File: config.mk
export PLATFORM = sky130hd
export DESIGN_NAME = dotted_version_string_parser_core
export DESIGN_NICKNAME = d
export VERILOG_FILES = /design/src/rtl/dvsp_pkg.sv /design/src/rtl/dotted_version_string_parser_core.sv
export VERILOG_INCLUDE_DIRS = /design/src /design/src/rtl
export SDC_FILE = /design/constraint.sdc
export NUM_CORES = 1
export LEC_CHECK = 0
export BUFFER_PORTS_ARGS = -buffer_cell sky130_fd_sc_hd__buf_2
export CORE_ASPECT_RATIO = 1.2
export CORE_MARGIN = 4
export CORE_UTILIZATION = 65
export CTS_CLUSTER_DIAMETER = 60
export DETAILED_ROUTE_END_ITERATION = 6
export GPL_TIMING_DRIVEN = 0
export PLACE_DENSITY = 0.89
export SLEW_MARGIN = 20
export SYNTH_ARGS = -nofsm -noshare
export SYNTH_HDL_FRONTEND = slang
export SYNTH_SLANG_ARGS = --single-unit
File: constraint.sdc
create_clock -name clk -period 4.45 [get_ports clk]
set_input_delay 0.2225 -clock clk [delete_from_list [all_inputs] [get_ports clk]]
set_output_delay 0.2225 -clock clk [all_outputs]
set_load 0.01 [all_outputs]
File: src/rtl/dotted_version_string_parser_core_macros.svh
// Assertion macros for the version string parser.
`ifndef DOTTED_VERSION_STRING_PARSER_CORE_MACROS_SVH
`define DOTTED_VERSION_STRING_PARSER_CORE_MACROS_SVH

`ifndef SYNTHESIS

// prop must hold at every clock edge outside reset
`define DVSP_ASSERT(label, clk, rst_n, prop) \
    label: assert property (@(posedge clk) disable iff (!rst_n) (prop)) \
        else $error("dvsp: assertion failed");

// cond at one edge implies res at the next edge
`define DVSP_ASSERT_NEXT(label, clk, rst_n, cond, res) \
    label: assert property (@(posedge clk) disable iff (!rst_n) (cond) |=> (res)) \
        else $error("dvsp: assertion failed");

`else

`define DVSP_ASSERT(label, clk, rst_n, prop)
`define DVSP_ASSERT_NEXT(label, clk, rst_n, cond, res)

`endif

`endif

File: src/rtl/dvsp_pkg.sv
package dvsp_pkg;

    // status codes
    localparam logic [2:0] ST_OK          = 3'd0;
    localparam logic [2:0] ST_EMPTY_NUM   = 3'd1;
    localparam logic [2:0] ST_BAD_NUM     = 3'd2;
    localparam logic [2:0] ST_END_NUM     = 3'd3;
    localparam logic [2:0] ST_EMPTY_STATE = 3'd4;
    localparam logic [2:0] ST_BAD_STATE   = 3'd5;
    localparam logic [2:0] ST_END_STATE   = 3'd6;
    localparam logic [2:0] ST_TRAILING    = 3'd7;

    // keyword codes
    localparam int         KW_COUNT        = 5;
    localparam logic [2:0] KW_EXPERIMENTAL = 3'd0;
    localparam logic [2:0] KW_BETA         = 3'd1;
    localparam logic [2:0] KW_STABLE       = 3'd2;
    localparam logic [2:0] KW_LEGACY       = 3'd3;
    localparam logic [2:0] KW_LTS          = 3'd4;

    localparam logic [3:0]  NUM_DIGITS = 4'd5;
    localparam logic [19:0] NUM_MAX    = 20'd65535;
    localparam logic [3:0]  LEN_SAT    = 4'd15;

    localparam logic [2:0] FIELD_LAST = 3'd5;

    localparam logic [7:0] CHAR_NUL  = 8'h00;
    localparam logic [7:0] CHAR_DOT  = 8'h2E;
    localparam logic [7:0] CHAR_ZERO = 8'h30;
    localparam logic [7:0] CHAR_NINE = 8'h39;

    localparam logic [8*12-1:0] TXT_EXPERIMENTAL = "experimental";
    localparam logic [8*4-1:0]  TXT_BETA         = "beta";
    localparam logic [8*6-1:0]  TXT_STABLE       = "stable";
    localparam logic [8*6-1:0]  TXT_LEGACY       = "legacy";
    localparam logic [8*3-1:0]  TXT_LTS          = "lts";

    // result fields, highest bits first in the stream word
    typedef struct packed {
        logic [2:0]  patch_kw;
        logic [2:0]  minor_kw;
        logic [2:0]  major_kw;
        logic [15:0] patch;
        logic [15:0] minor;
        logic [15:0] major;
        logic [2:0]  status;
    } dvsp_result_t;

    function automatic logic [3:0] kw_len(input logic [2:0] k);
        logic [3:0] len;
        len = 4'd0;
        unique case (k)
            KW_EXPERIMENTAL: len = 4'd12;
            KW_BETA:         len = 4'd4;
            KW_STABLE:       len = 4'd6;
            KW_LEGACY:       len = 4'd6;
            KW_LTS:          len = 4'd3;
            default:         len = 4'd0;
        endcase
        return len;
    endfunction

    // character at position pos of keyword k; zero past its end
    function automatic logic [7:0] kw_char(input logic [2:0] k, input logic [3:0] pos);
        logic [7:0] ch;
        int p;
        ch = 8'h00;
        p = int'(pos);
        unique case (k)
            KW_EXPERIMENTAL: if (p < 12) ch = TXT_EXPERIMENTAL[8*(11-p) +: 8];
            KW_BETA:         if (p < 4)  ch = TXT_BETA[8*(3-p) +: 8];
            KW_STABLE:       if (p < 6)  ch = TXT_STABLE[8*(5-p) +: 8];
            KW_LEGACY:       if (p < 6)  ch = TXT_LEGACY[8*(5-p) +: 8];
            KW_LTS:          if (p < 3)  ch = TXT_LTS[8*(2-p) +: 8];
            default:         ch = 8'h00;
        endcase
        return ch;
    endfunction

endpackage

File: src/rtl/dotted_version_string_parser_core.sv
// Parses a zero-terminated string of the form number.state.number.state.number.state,
// one byte per request on s_axis, and emits one result on m_axis when the zero byte
// is processed. Throughput is one byte per clock while no zero byte waits on m_axis;
// a result reaches m_axis through the input register and then the result register.
// The parser state sits between those two registers, so only a zero byte waits when
// a previous result has not been taken yet. Status is the first error found; on an
// error all number and state fields of the result are zero. After a result the parser
// is back in its reset state, ready for the next string.
`include "dotted_version_string_parser_core_macros.svh"

module dotted_version_string_parser_core (
    input  logic        clk,
    input  logic        rst_n,
    input  logic        s_axis_tvalid,
    output logic        s_axis_tready,
    input  logic [7:0]  s_axis_tdata,   // [7:0] char_code
    output logic        m_axis_tvalid,
    input  logic        m_axis_tready,
    // [2:0] status, [18:3] major, [34:19] minor, [50:35] patch,
    // [53:51] major_kw, [56:54] minor_kw, [59:57] patch_kw, [63:60] zero
    output logic [63:0] m_axis_tdata
);

    logic       in_valid_reg;
    logic [7:0] in_char_reg;

    logic [2:0]  field_reg, field_next;
    logic [3:0]  len_reg, len_next;
    logic [15:0] acc_reg, acc_next;
    logic [2:0]  err_reg, err_next;
    logic [4:0]  cand_reg, cand_next;
    logic [15:0] held_major_reg, held_major_next;
    logic [15:0] held_minor_reg, held_minor_next;
    logic [15:0] held_patch_reg, held_patch_next;
    logic [2:0]  held_major_kw_reg, held_major_kw_next;
    logic [2:0]  held_minor_kw_reg, held_minor_kw_next;

    logic                  out_valid_reg;
    dvsp_pkg::dvsp_result_t out_data_reg, out_data_next;

    logic        is_nul, is_term, is_digit, advance;
    logic [19:0] acc_sum;
    logic [4:0]  cand_step;
    logic [2:0]  match_kw;
    logic        match_found;
    logic [2:0]  patch_kw;

    assign is_nul   = (in_char_reg == dvsp_pkg::CHAR_NUL);
    assign is_term  = is_nul || (in_char_reg == dvsp_pkg::CHAR_DOT);
    assign is_digit = (in_char_reg >= dvsp_pkg::CHAR_ZERO) &&
                      (in_char_reg <= dvsp_pkg::CHAR_NINE);

    // only a zero byte needs room in the result register
    assign advance       = in_valid_reg && (!is_nul || !out_valid_reg || m_axis_tready);
    assign s_axis_tready = !in_valid_reg || advance;

    // acc * 10 + digit
    assign acc_sum = {1'b0, acc_reg, 3'b000} + {3'b000, acc_reg, 1'b0}
                   + {16'd0, in_char_reg[3:0]};

    always_comb
    begin
        for (int k = 0; k < dvsp_pkg::KW_COUNT; k++)
        begin
            cand_step[k] = cand_reg[k] && (len_reg < dvsp_pkg::kw_len(3'(k))) &&
                           (dvsp_pkg::kw_char(3'(k), len_reg) == in_char_reg);
        end
    end

    // lowest matching keyword wins
    always_comb
    begin
        match_kw    = 3'd0;
        match_found = 1'b0;
        for (int k = dvsp_pkg::KW_COUNT - 1; k >= 0; k--)
        begin
            if (cand_reg[k] && (len_reg == dvsp_pkg::kw_len(3'(k))))
            begin
                match_kw    = 3'(k);
                match_found = 1'b1;
            end
        end
    end

    always_comb
    begin
        field_next         = field_reg;
        len_next           = len_reg;
        acc_next           = acc_reg;
        err_next           = err_reg;
        cand_next          = cand_reg;
        held_major_next    = held_major_reg;
        held_minor_next    = held_minor_reg;
        held_patch_next    = held_patch_reg;
        held_major_kw_next = held_major_kw_reg;
        held_minor_kw_next = held_minor_kw_reg;
        patch_kw           = 3'd0;
        out_data_next      = '0;

        if (err_reg == dvsp_pkg::ST_OK)
        begin
            if (!field_reg[0])
            begin
                if (is_term)
                begin
                    if (len_reg == 4'd0)
                    begin
                        err_next = dvsp_pkg::ST_EMPTY_NUM;
                    end
                    else
                    begin
                        if (field_reg == 3'd0)
                        begin
                            held_major_next = acc_reg;
                        end
                        else if (field_reg == 3'd2)
                        begin
                            held_minor_next = acc_reg;
                        end
                        else
                        begin
                            held_patch_next = acc_reg;
                        end
                        if (is_nul)
                        begin
                            err_next = dvsp_pkg::ST_END_NUM;
                        end
                        else
                        begin
                            field_next = field_reg + 3'd1;
                            len_next   = 4'd0;
                            acc_next   = 16'd0;
                            cand_next  = '1;
                        end
                    end
                end
                else if (len_reg >= dvsp_pkg::NUM_DIGITS || !is_digit)
                begin
                    err_next = dvsp_pkg::ST_BAD_NUM;
                end
                else
                begin
                    acc_next = acc_sum[15:0];
                    if (acc_sum > dvsp_pkg::NUM_MAX)
                    begin
                        err_next = dvsp_pkg::ST_BAD_NUM;
                    end
                    len_next = len_reg + 4'd1;
                end
            end
            else
            begin
                if (is_term)
                begin
                    if (len_reg == 4'd0)
                    begin
                        err_next = dvsp_pkg::ST_EMPTY_STATE;
                    end
                    else if (!match_found)
                    begin
                        err_next = dvsp_pkg::ST_BAD_STATE;
                    end
                    else if (field_reg >= dvsp_pkg::FIELD_LAST)
                    begin
                        if (is_nul)
                        begin
                            patch_kw = match_kw;
                        end
                        else
                        begin
                            err_next = dvsp_pkg::ST_TRAILING;
                        end
                    end
                    else
                    begin
                        if (field_reg == 3'd1)
                        begin
                            held_major_kw_next = match_kw;
                        end
                        else
                        begin
                            held_minor_kw_next = match_kw;
                        end
                        if (is_nul)
                        begin
                            err_next = dvsp_pkg::ST_END_STATE;
                        end
                        else
                        begin
                            field_next = field_reg + 3'd1;
                            len_next   = 4'd0;
                            acc_next   = 16'd0;
                            cand_next  = '1;
                        end
                    end
                end
                else
                begin
                    cand_next = cand_step;
                    if (len_reg < dvsp_pkg::LEN_SAT)
                    begin
                        len_next = len_reg + 4'd1;
                    end
                end
            end
        end

        if (is_nul)
        begin
            out_data_next.status = err_next;
            if (err_next == dvsp_pkg::ST_OK)
            begin
                out_data_next.major    = held_major_next;
                out_data_next.minor    = held_minor_next;
                out_data_next.patch    = held_patch_next;
                out_data_next.major_kw = held_major_kw_next;
                out_data_next.minor_kw = held_minor_kw_next;
                out_data_next.patch_kw = patch_kw;
            end
            // back to the start of a new string
            field_next         = 3'd0;
            len_next           = 4'd0;
            acc_next           = 16'd0;
            err_next           = dvsp_pkg::ST_OK;
            cand_next          = '1;
            held_major_next    = 16'd0;
            held_minor_next    = 16'd0;
            held_patch_next    = 16'd0;
            held_major_kw_next = 3'd0;
            held_minor_kw_next = 3'd0;
        end
    end

    always_ff @(posedge clk or negedge rst_n)
    begin
        if (!rst_n)
        begin
            in_valid_reg      <= 1'b0;
            field_reg         <= 3'd0;
            len_reg           <= 4'd0;
            acc_reg           <= 16'd0;
            err_reg           <= dvsp_pkg::ST_OK;
            cand_reg          <= '1;
            held_major_reg    <= 16'd0;
            held_minor_reg    <= 16'd0;
            held_patch_reg    <= 16'd0;
            held_major_kw_reg <= 3'd0;
            held_minor_kw_reg <= 3'd0;
            out_valid_reg     <= 1'b0;
        end
        else
        begin
            if (s_axis_tready)
            begin
                in_valid_reg <= s_axis_tvalid;
            end
            if (advance)
            begin
                field_reg         <= field_next;
                len_reg           <= len_next;
                acc_reg           <= acc_next;
                err_reg           <= err_next;
                cand_reg          <= cand_next;
                held_major_reg    <= held_major_next;
                held_minor_reg    <= held_minor_next;
                held_patch_reg    <= held_patch_next;
                held_major_kw_reg <= held_major_kw_next;
                held_minor_kw_reg <= held_minor_kw_next;
            end
            if (advance && is_nul)
            begin
                out_valid_reg <= 1'b1;
            end
            else if (m_axis_tready)
            begin
                out_valid_reg <= 1'b0;
            end
        end
    end

    always_ff @(posedge clk)
    begin
        if (s_axis_tready && s_axis_tvalid)
        begin
            in_char_reg <= s_axis_tdata;
        end
        if (advance && is_nul)
        begin
            out_data_reg <= out_data_next;
        end
    end

    assign m_axis_tvalid = out_valid_reg;
    assign m_axis_tdata  = {4'b0000, out_data_reg};

    `DVSP_ASSERT(a_field_range, clk, rst_n, field_reg <= dvsp_pkg::FIELD_LAST)
    `DVSP_ASSERT(a_err_zero_fields, clk, rst_n,
        !out_valid_reg || out_data_reg.status == dvsp_pkg::ST_OK ||
        (out_data_reg.major == 16'd0 && out_data_reg.minor == 16'd0 &&
         out_data_reg.patch == 16'd0 && out_data_reg.patch_kw == 3'd0))
    `DVSP_ASSERT_NEXT(a_err_sticky, clk, rst_n,
        advance && !is_nul && err_reg != dvsp_pkg::ST_OK, err_reg == $past(err_reg))
    `DVSP_ASSERT_NEXT(a_restart, clk, rst_n, advance && is_nul,
        field_reg == 3'd0 && err_reg == dvsp_pkg::ST_OK && out_valid_reg)

endmodule

======== After elaboration in Yosys (flattened, before gate mapping) ========
Index checks and enable logic that the tools add are counted.
storage, ports and cells
  register bits after elaboration ......... 155
  input bits .............................. 12
  output and inout bits ................... 66
  word-level logic and storage cells ...... 229
cells by class
  add/subtract/negate cells ............... 8
  order comparisons ....................... 14
  equal/unequal tests ..................... 24
  shift operators ......................... 5
  multiplexer cells ....................... 106
  bitwise gates (word level) .............. 7
  reductions and logical operators ........ 44
operators by type and width
  kind                                                                           count
  16-bit 2-to-1 mux                                                              30
  3-bit 2-to-1 mux                                                               44
  48-bit by 8-bit indexed part select with 8-bit output (first input constant)   2
  96-bit by 8-bit indexed part select with 8-bit output (first input constant)   1
  5-bit 2-to-1 mux                                                               9
  4-bit 2-to-1 mux                                                               11
  8-bit equality test                                                            5
  8-bit 2-to-1 mux                                                               5
  32-bit by 8-bit indexed part select with 8-bit output (first input constant)   1
  24-bit by 8-bit indexed part select with 8-bit output (first input constant)   1
  19-bit by 17-bit adder with 20-bit output                                      1
  20-bit by 4-bit adder with 20-bit output                                       1
  20-bit by 16-bit > comparator with 1-bit output (second input constant)        1
  1-bit logical AND                                                              19
  4-bit by 3-bit less-than comparator with 1-bit output (second input constant)  4
  3-bit inequality test (second input constant)                                  5
  7-bit AND reduction                                                            2
  4-bit less-than comparator (second input constant)                             3
  2-bit by 4-bit subtractor with 5-bit output (first input constant)             2
  3-bit zero test                                                                3
  4-bit by 3-bit equality test with 1-bit output (second input constant)         2
  8-bit by 6-bit equality test with 1-bit output (second input constant)         1
  8-bit by 6-bit >= comparator with 1-bit output (second input constant)         1
  8-bit by 6-bit <= comparator with 1-bit output (second input constant)         1
  other kinds (28)                                                               53

======== Longest topological paths before layout ========
  depth after elaboration ................. 15
  gate-level depth with buffers ........... 12
  mapped depth without buffers ............ 11

======== Least setup slack after synthesis ========
OpenSTA, ideal clock, no wires.
  kind .................................... register to register
  start ................................... register in_char_reg[1]
  end ..................................... register cand_reg[2]
  setup time .............................. 77 ps
  arrival ................................. 2825 ps
  data required time ...................... 4373 ps
  setup slack ............................. 1548 ps
  cell stages (with the launch flop) ...... 10
  path buffers ............................ 2
  clock period less this slack ............ 2902 ps
  path through ............................ edfxtp_1 buf_2 nor4_4 and2_1 clkbuf_1 nand2_2 inv_2 a31oi_1 a41o_1 a21o_1
on the way
  cells in the longest elaborated chain, start to end .. 6
  elaborated cells between the ends (all ways) .. 20
  classes of those cells .................. eq/ne: 6; mux: 4; reduce/logical: 10
ends and longest elaborated chain
  what                                                            line                                                                               source
  from (decl)                                                     dotted_version_string_parser_core.sv:25                                            logic [7:0] in_char_reg;
  from (signal assigned)                                          dotted_version_string_parser_core.sv:285                                           in_char_reg <= s_axis_tdata;
  8-bit equality test (tied with other cells)                     dotted_version_string_parser_core.sv:66                                            (dvsp_pkg::kw_char(3'(k), len_reg) == in_char_reg);
  1-bit logical AND (tied with other cells)                       dotted_version_string_parser_core.sv:65                                            cand_step[k] = cand_reg[k] && (len_reg < dvsp_pkg::kw_len(3'(k))) &&
  5-bit 2-to-1 mux / 1-bit logical OR (equally long branches)     dotted_version_string_parser_core.sv:153, dotted_version_string_parser_core.sv:54
  5-bit 2-to-1 mux / 1-bit logical OR (equally long branches)     dotted_version_string_parser_core.sv:102, dotted_version_string_parser_core.sv:54
  5-bit 2-to-1 mux / 1-bit logical AND (equally long branches)    dotted_version_string_parser_core.sv:100, dotted_version_string_parser_core.sv:54
  5-bit 2-to-1 mux / 7-bit AND reduction (equally long branches)  -
  to (signal assigned)                                            dotted_version_string_parser_core.sv:263                                           cand_reg <= cand_next;
  to (decl)                                                       dotted_version_string_parser_core.sv:31                                            logic [4:0] cand_reg, cand_next;
Several ways; a longest one is shown, not always the timed one. The select of a mux whose other input is x is not followed.
A chain may end at the register's enable or synchronous reset.

======== Worst setup path after layout ========
  start ................................... register len_reg[2]
  end ..................................... register out_data_reg, in the netlist m_axis_tdata[50], data pin
on the way
  cells in the longest elaborated chain, start to end .. 14
  elaborated cells between the ends (all ways) .. 31
  classes of those cells .................. order compare: 1; eq/ne: 4; mux: 17; reduce/logical: 9
ends and longest elaborated chain
  what                                            line                                      source
  from (decl)                                     dotted_version_string_parser_core.sv:28   logic [3:0] len_reg, len_next;
  from (signal assigned)                          dotted_version_string_parser_core.sv:260  len_reg <= len_next;
  4-bit by 2-bit equality test with 1-bit output  dotted_version_string_parser_core.sv:77   if (cand_reg[k] && (len_reg == dvsp_pkg::kw_len(3'(k))))
  1-bit logical AND                               dotted_version_string_parser_core.sv:77
  1-bit 2-to-1 mux (5 in a row)                   dotted_version_string_parser_core.sv:77
  3-bit 2-to-1 mux                                dotted_version_string_parser_core.sv:159  else if (!match_found)
  3-bit 2-to-1 mux                                dotted_version_string_parser_core.sv:155  if (len_reg == 4'd0)
  3-bit 2-to-1 mux                                dotted_version_string_parser_core.sv:153  if (is_term)
  3-bit 2-to-1 mux                                dotted_version_string_parser_core.sv:102  if (!field_reg[0])
  3-bit 2-to-1 mux                                dotted_version_string_parser_core.sv:100  if (err_reg == dvsp_pkg::ST_OK)
  3-bit zero test                                 dotted_version_string_parser_core.sv:211  if (err_next == dvsp_pkg::ST_OK)
  2-bit AND reduction (no source line)            -
  to (signal assigned)                            dotted_version_string_parser_core.sv:289  out_data_reg <= out_data_next;
  to (decl)                                       dotted_version_string_parser_core.sv:39   dvsp_pkg::dvsp_result_t out_data_reg, out_data_next;
Several ways; a longest one is shown, not always the timed one.

==> impl_metrics.tcl <==
set metrics [dict create \
    finalCriticalPeriod_ns 3.71 \
    dieArea_um2 15600 \
    synthTopCellsByArea "dfrtp_1, edfxtp_1, ha_1" \
    crit_arrival_ns 3.89 \
    drv_slew 0 \
    synth_edf_count 68 \
    die_w_um 115 \
    yosysSeqAreaShare 0.476 \
    ctsHoldBuffers 9 \
    synth_top_area_frac 0.231 \
    cts_tree "done" \
    grt_max_degree 63 \
    setup_viol 0 \
    power.net_switching_uw 880 \
    routed-via-count 7652 \
    cp-end-kind "register" \
    placement_rows 46 \
    layout_commonest_cell "nand2_1" \
    grt_setup_unrepaired "false" \
    n_antenna_cell 0 \
    htreeDepth 4 \
    antenna_found_initial 0 \
    synth_area_um2 8870 \
    hold_slack_ns -0.000336 \
    io_buffer_count 73 \
    irDropWorstVdd_mv 0.351 \
    power_frac_clock 0.469 \
    drtIter0Drc 968 \
    synthArstFlopShare 0.561 \
    insertion_delay_ns 0.44 \
    io_pins 78 \
    outcome "finished with violations" \
    clock_sinks 155 \
    grt_overflow 0 \
    switching_share 0.273 \
    yosys.area.top_type "dfrtp_1" \
    fin_skew_ns 0.0144 \
    power.density_nw_per_um2 317 \
    total_leakage_power_uw 0.00418 \
    nets 1038 \
    wl_um 24400 \
    cts_resized 0 \
    comb_power_share 0.056 \
    fmax_mhz 270 \
    wl_per_cell_um 21.0 \
    largest_reg_flops 60 \
    violations "hold timing" \
    p_int_uw 2350 \
    grt_first_pass_wirelength_um 38600 \
    cts_buffers 17 \
    cts.path.max_buffers 2 \
    grt_pass1_vias 7553 \
    gp_congestion 0.936 \
    ant_nets 0 \
    dominantRegCellSynth "dfrtp_1" \
    start_util 0.668 \
    fin_crit_sh 0.833 \
    hold_class "primary input to register" \
    cts-root-buf "clkbuf_16" \
    syn_to_final_growth_pct 14.9 \
    synth_cell_types 84 \
    syn_inst 872 \
    crit_type "register to register" \
    clkTransAtPathRegs_ns 0.07 \
    drive_gt1_frac 0.173 \
    layout_common_cells "nand2_1, buf_2, dfrtp_1, a21oi_1, edfxtp_1" \
    dr.pass1.iters 6 \
    drv_cap 0 \
    synth_warnings 0 \
    grt_usage 0.318 \
    cp.required_ns 4.63 \
    cp_max_fo 10 \
    ys_ff_latch 155 \
    vias_per_cell 6.61 \
    hold_viol 1 \
    coreArea_um2 13300 \
    startpoint_type "register" \
    cts_setup_buffers 0 \
    drc 0 \
    seqPwrFrac 0.475 \
    avgSynthCellArea_um2 10.2 \
    die_h_um 136 \
    slew_headroom 0.443 \
    tightest_slew_ns 0.827 \
    fin_setup_tns_ns 0 \
    dp_hpwl_um 16100 \
]
## critical path, cell delays in order (launching register included)
cell and delay [ns]:
dfrtp_1 0.45, clkbuf_1 0.32, inv_1 0.24, ha_1 0.25, clkbuf_1 0.21, and4_1 0.30
a221oi_2 0.42, a21oi_1 0.09, nor4_1 0.36, nor3_2 0.11, nand4_2 0.24, buf_2 0.34
a21oi_1 0.10
## layer usage
| layer | part of all wire | wire (um) | global-route usage |
|---|---|---|---|
| met5 | 0 | 0 | 0 |
| met4 | 0.052 | 1270 | 0.173 |
| met3 | 0.083 | 2030 | 0.0503 |
| met2 | 0.50 | 12200 | 0.555 |
| met1 | 0.36 | 8810 | 0.372 |
## path summary, 6_finish.rpt
check	start	endpoint	slack (ns)	depth (start not counted)
max	len_reg[2]	m_axis_tdata[50]	0.74	12
min	s_axis_tvalid	in_valid_reg	-0.0003	2
max reg2reg	len_reg[2]	m_axis_tdata[50]	0.74	12
min reg2reg	held_major_kw_reg[0]	held_major_kw_reg[0]	0.49	2
max in group asynchronous	rst_n	held_major_reg[10]	3.52	3
min in group asynchronous	rst_n	held_patch_reg[11]	0.29	2
## power by group through the flow
stage,Sequential [uW],Clock [uW],Combinational [uW]
2_1_floorplan,1550,0,115
3_3_place_gp,1560,0,160
3_5_place_dp,1560,0,169
4_1_cts,1530,1500,180
5_1_grt,1540,1570,200
6_report,1540,1510,181
## cells in the mapped netlist, types with 4 or more instances
cell / number
o22ai_1: 4
nor2_1: 54
and2_1: 7
o21ai_0: 34
and3_1: 6
ha_1: 47
a21o_1: 7
inv_1: 19
nand2b_1: 8
a32o_1: 4
dfstp_2: 5
mux2i_1: 9
a21oi_1: 80
nor2b_1: 5
nor3_1: 13
nand2_1: 132
o21a_1: 5
nand4_1: 8
buf_6: 5
buf_2: 15
edfxtp_1: 68
dfrtp_1: 82
buf_4: 9
o31ai_1: 5
a22o_1: 64
or3_1: 6
xor2_1: 5
nand3b_1: 5
nand3_1: 22
clkbuf_1: 29
nor4_1: 4
xnor2_1: 27
## layout make-up
cell class              count  area [um^2]
fillers                   839         3100
plain buffers              58          308
clock inverters            15          188
multi-input cells         640         4270
clock buffers              17          425
well taps                 168          210
flip-flops and latches    155         4230
inverters                  22         85.1
repair buffers             83          485
## through the flow
step	cells	setup WS, ns	area (um^2)	utilization	power [uW]
final	1158	0.742	10200	0.767	3230
after global placement	1116	0.683	9460	0.712	1720
after floorplan	875	1.55	8890	-	1670
after detailed placement	1117	0.901	9490	0.714	1730
after CTS	1158	0.821	10200	0.767	3220
after global routing	1158	0.510	10200	0.767	3310
## kinds of logic (layout without fill, tap and decap cells)
logic type,Yosys count,count (layout),synth area share
other,1,4,0.000423
buffers and inverters,80,195,0.0440
AND/OR/NAND/NOR,298,298,0.170
XOR/XNOR,32,32,0.0316
AO/OA/AOI/OAI,246,246,0.194
flip-flops,155,155,0.476
multiplexers,11,11,0.0127
adder cells (fa/ha/maj),49,49,0.0708
Power figures use the tool's default switching activity.
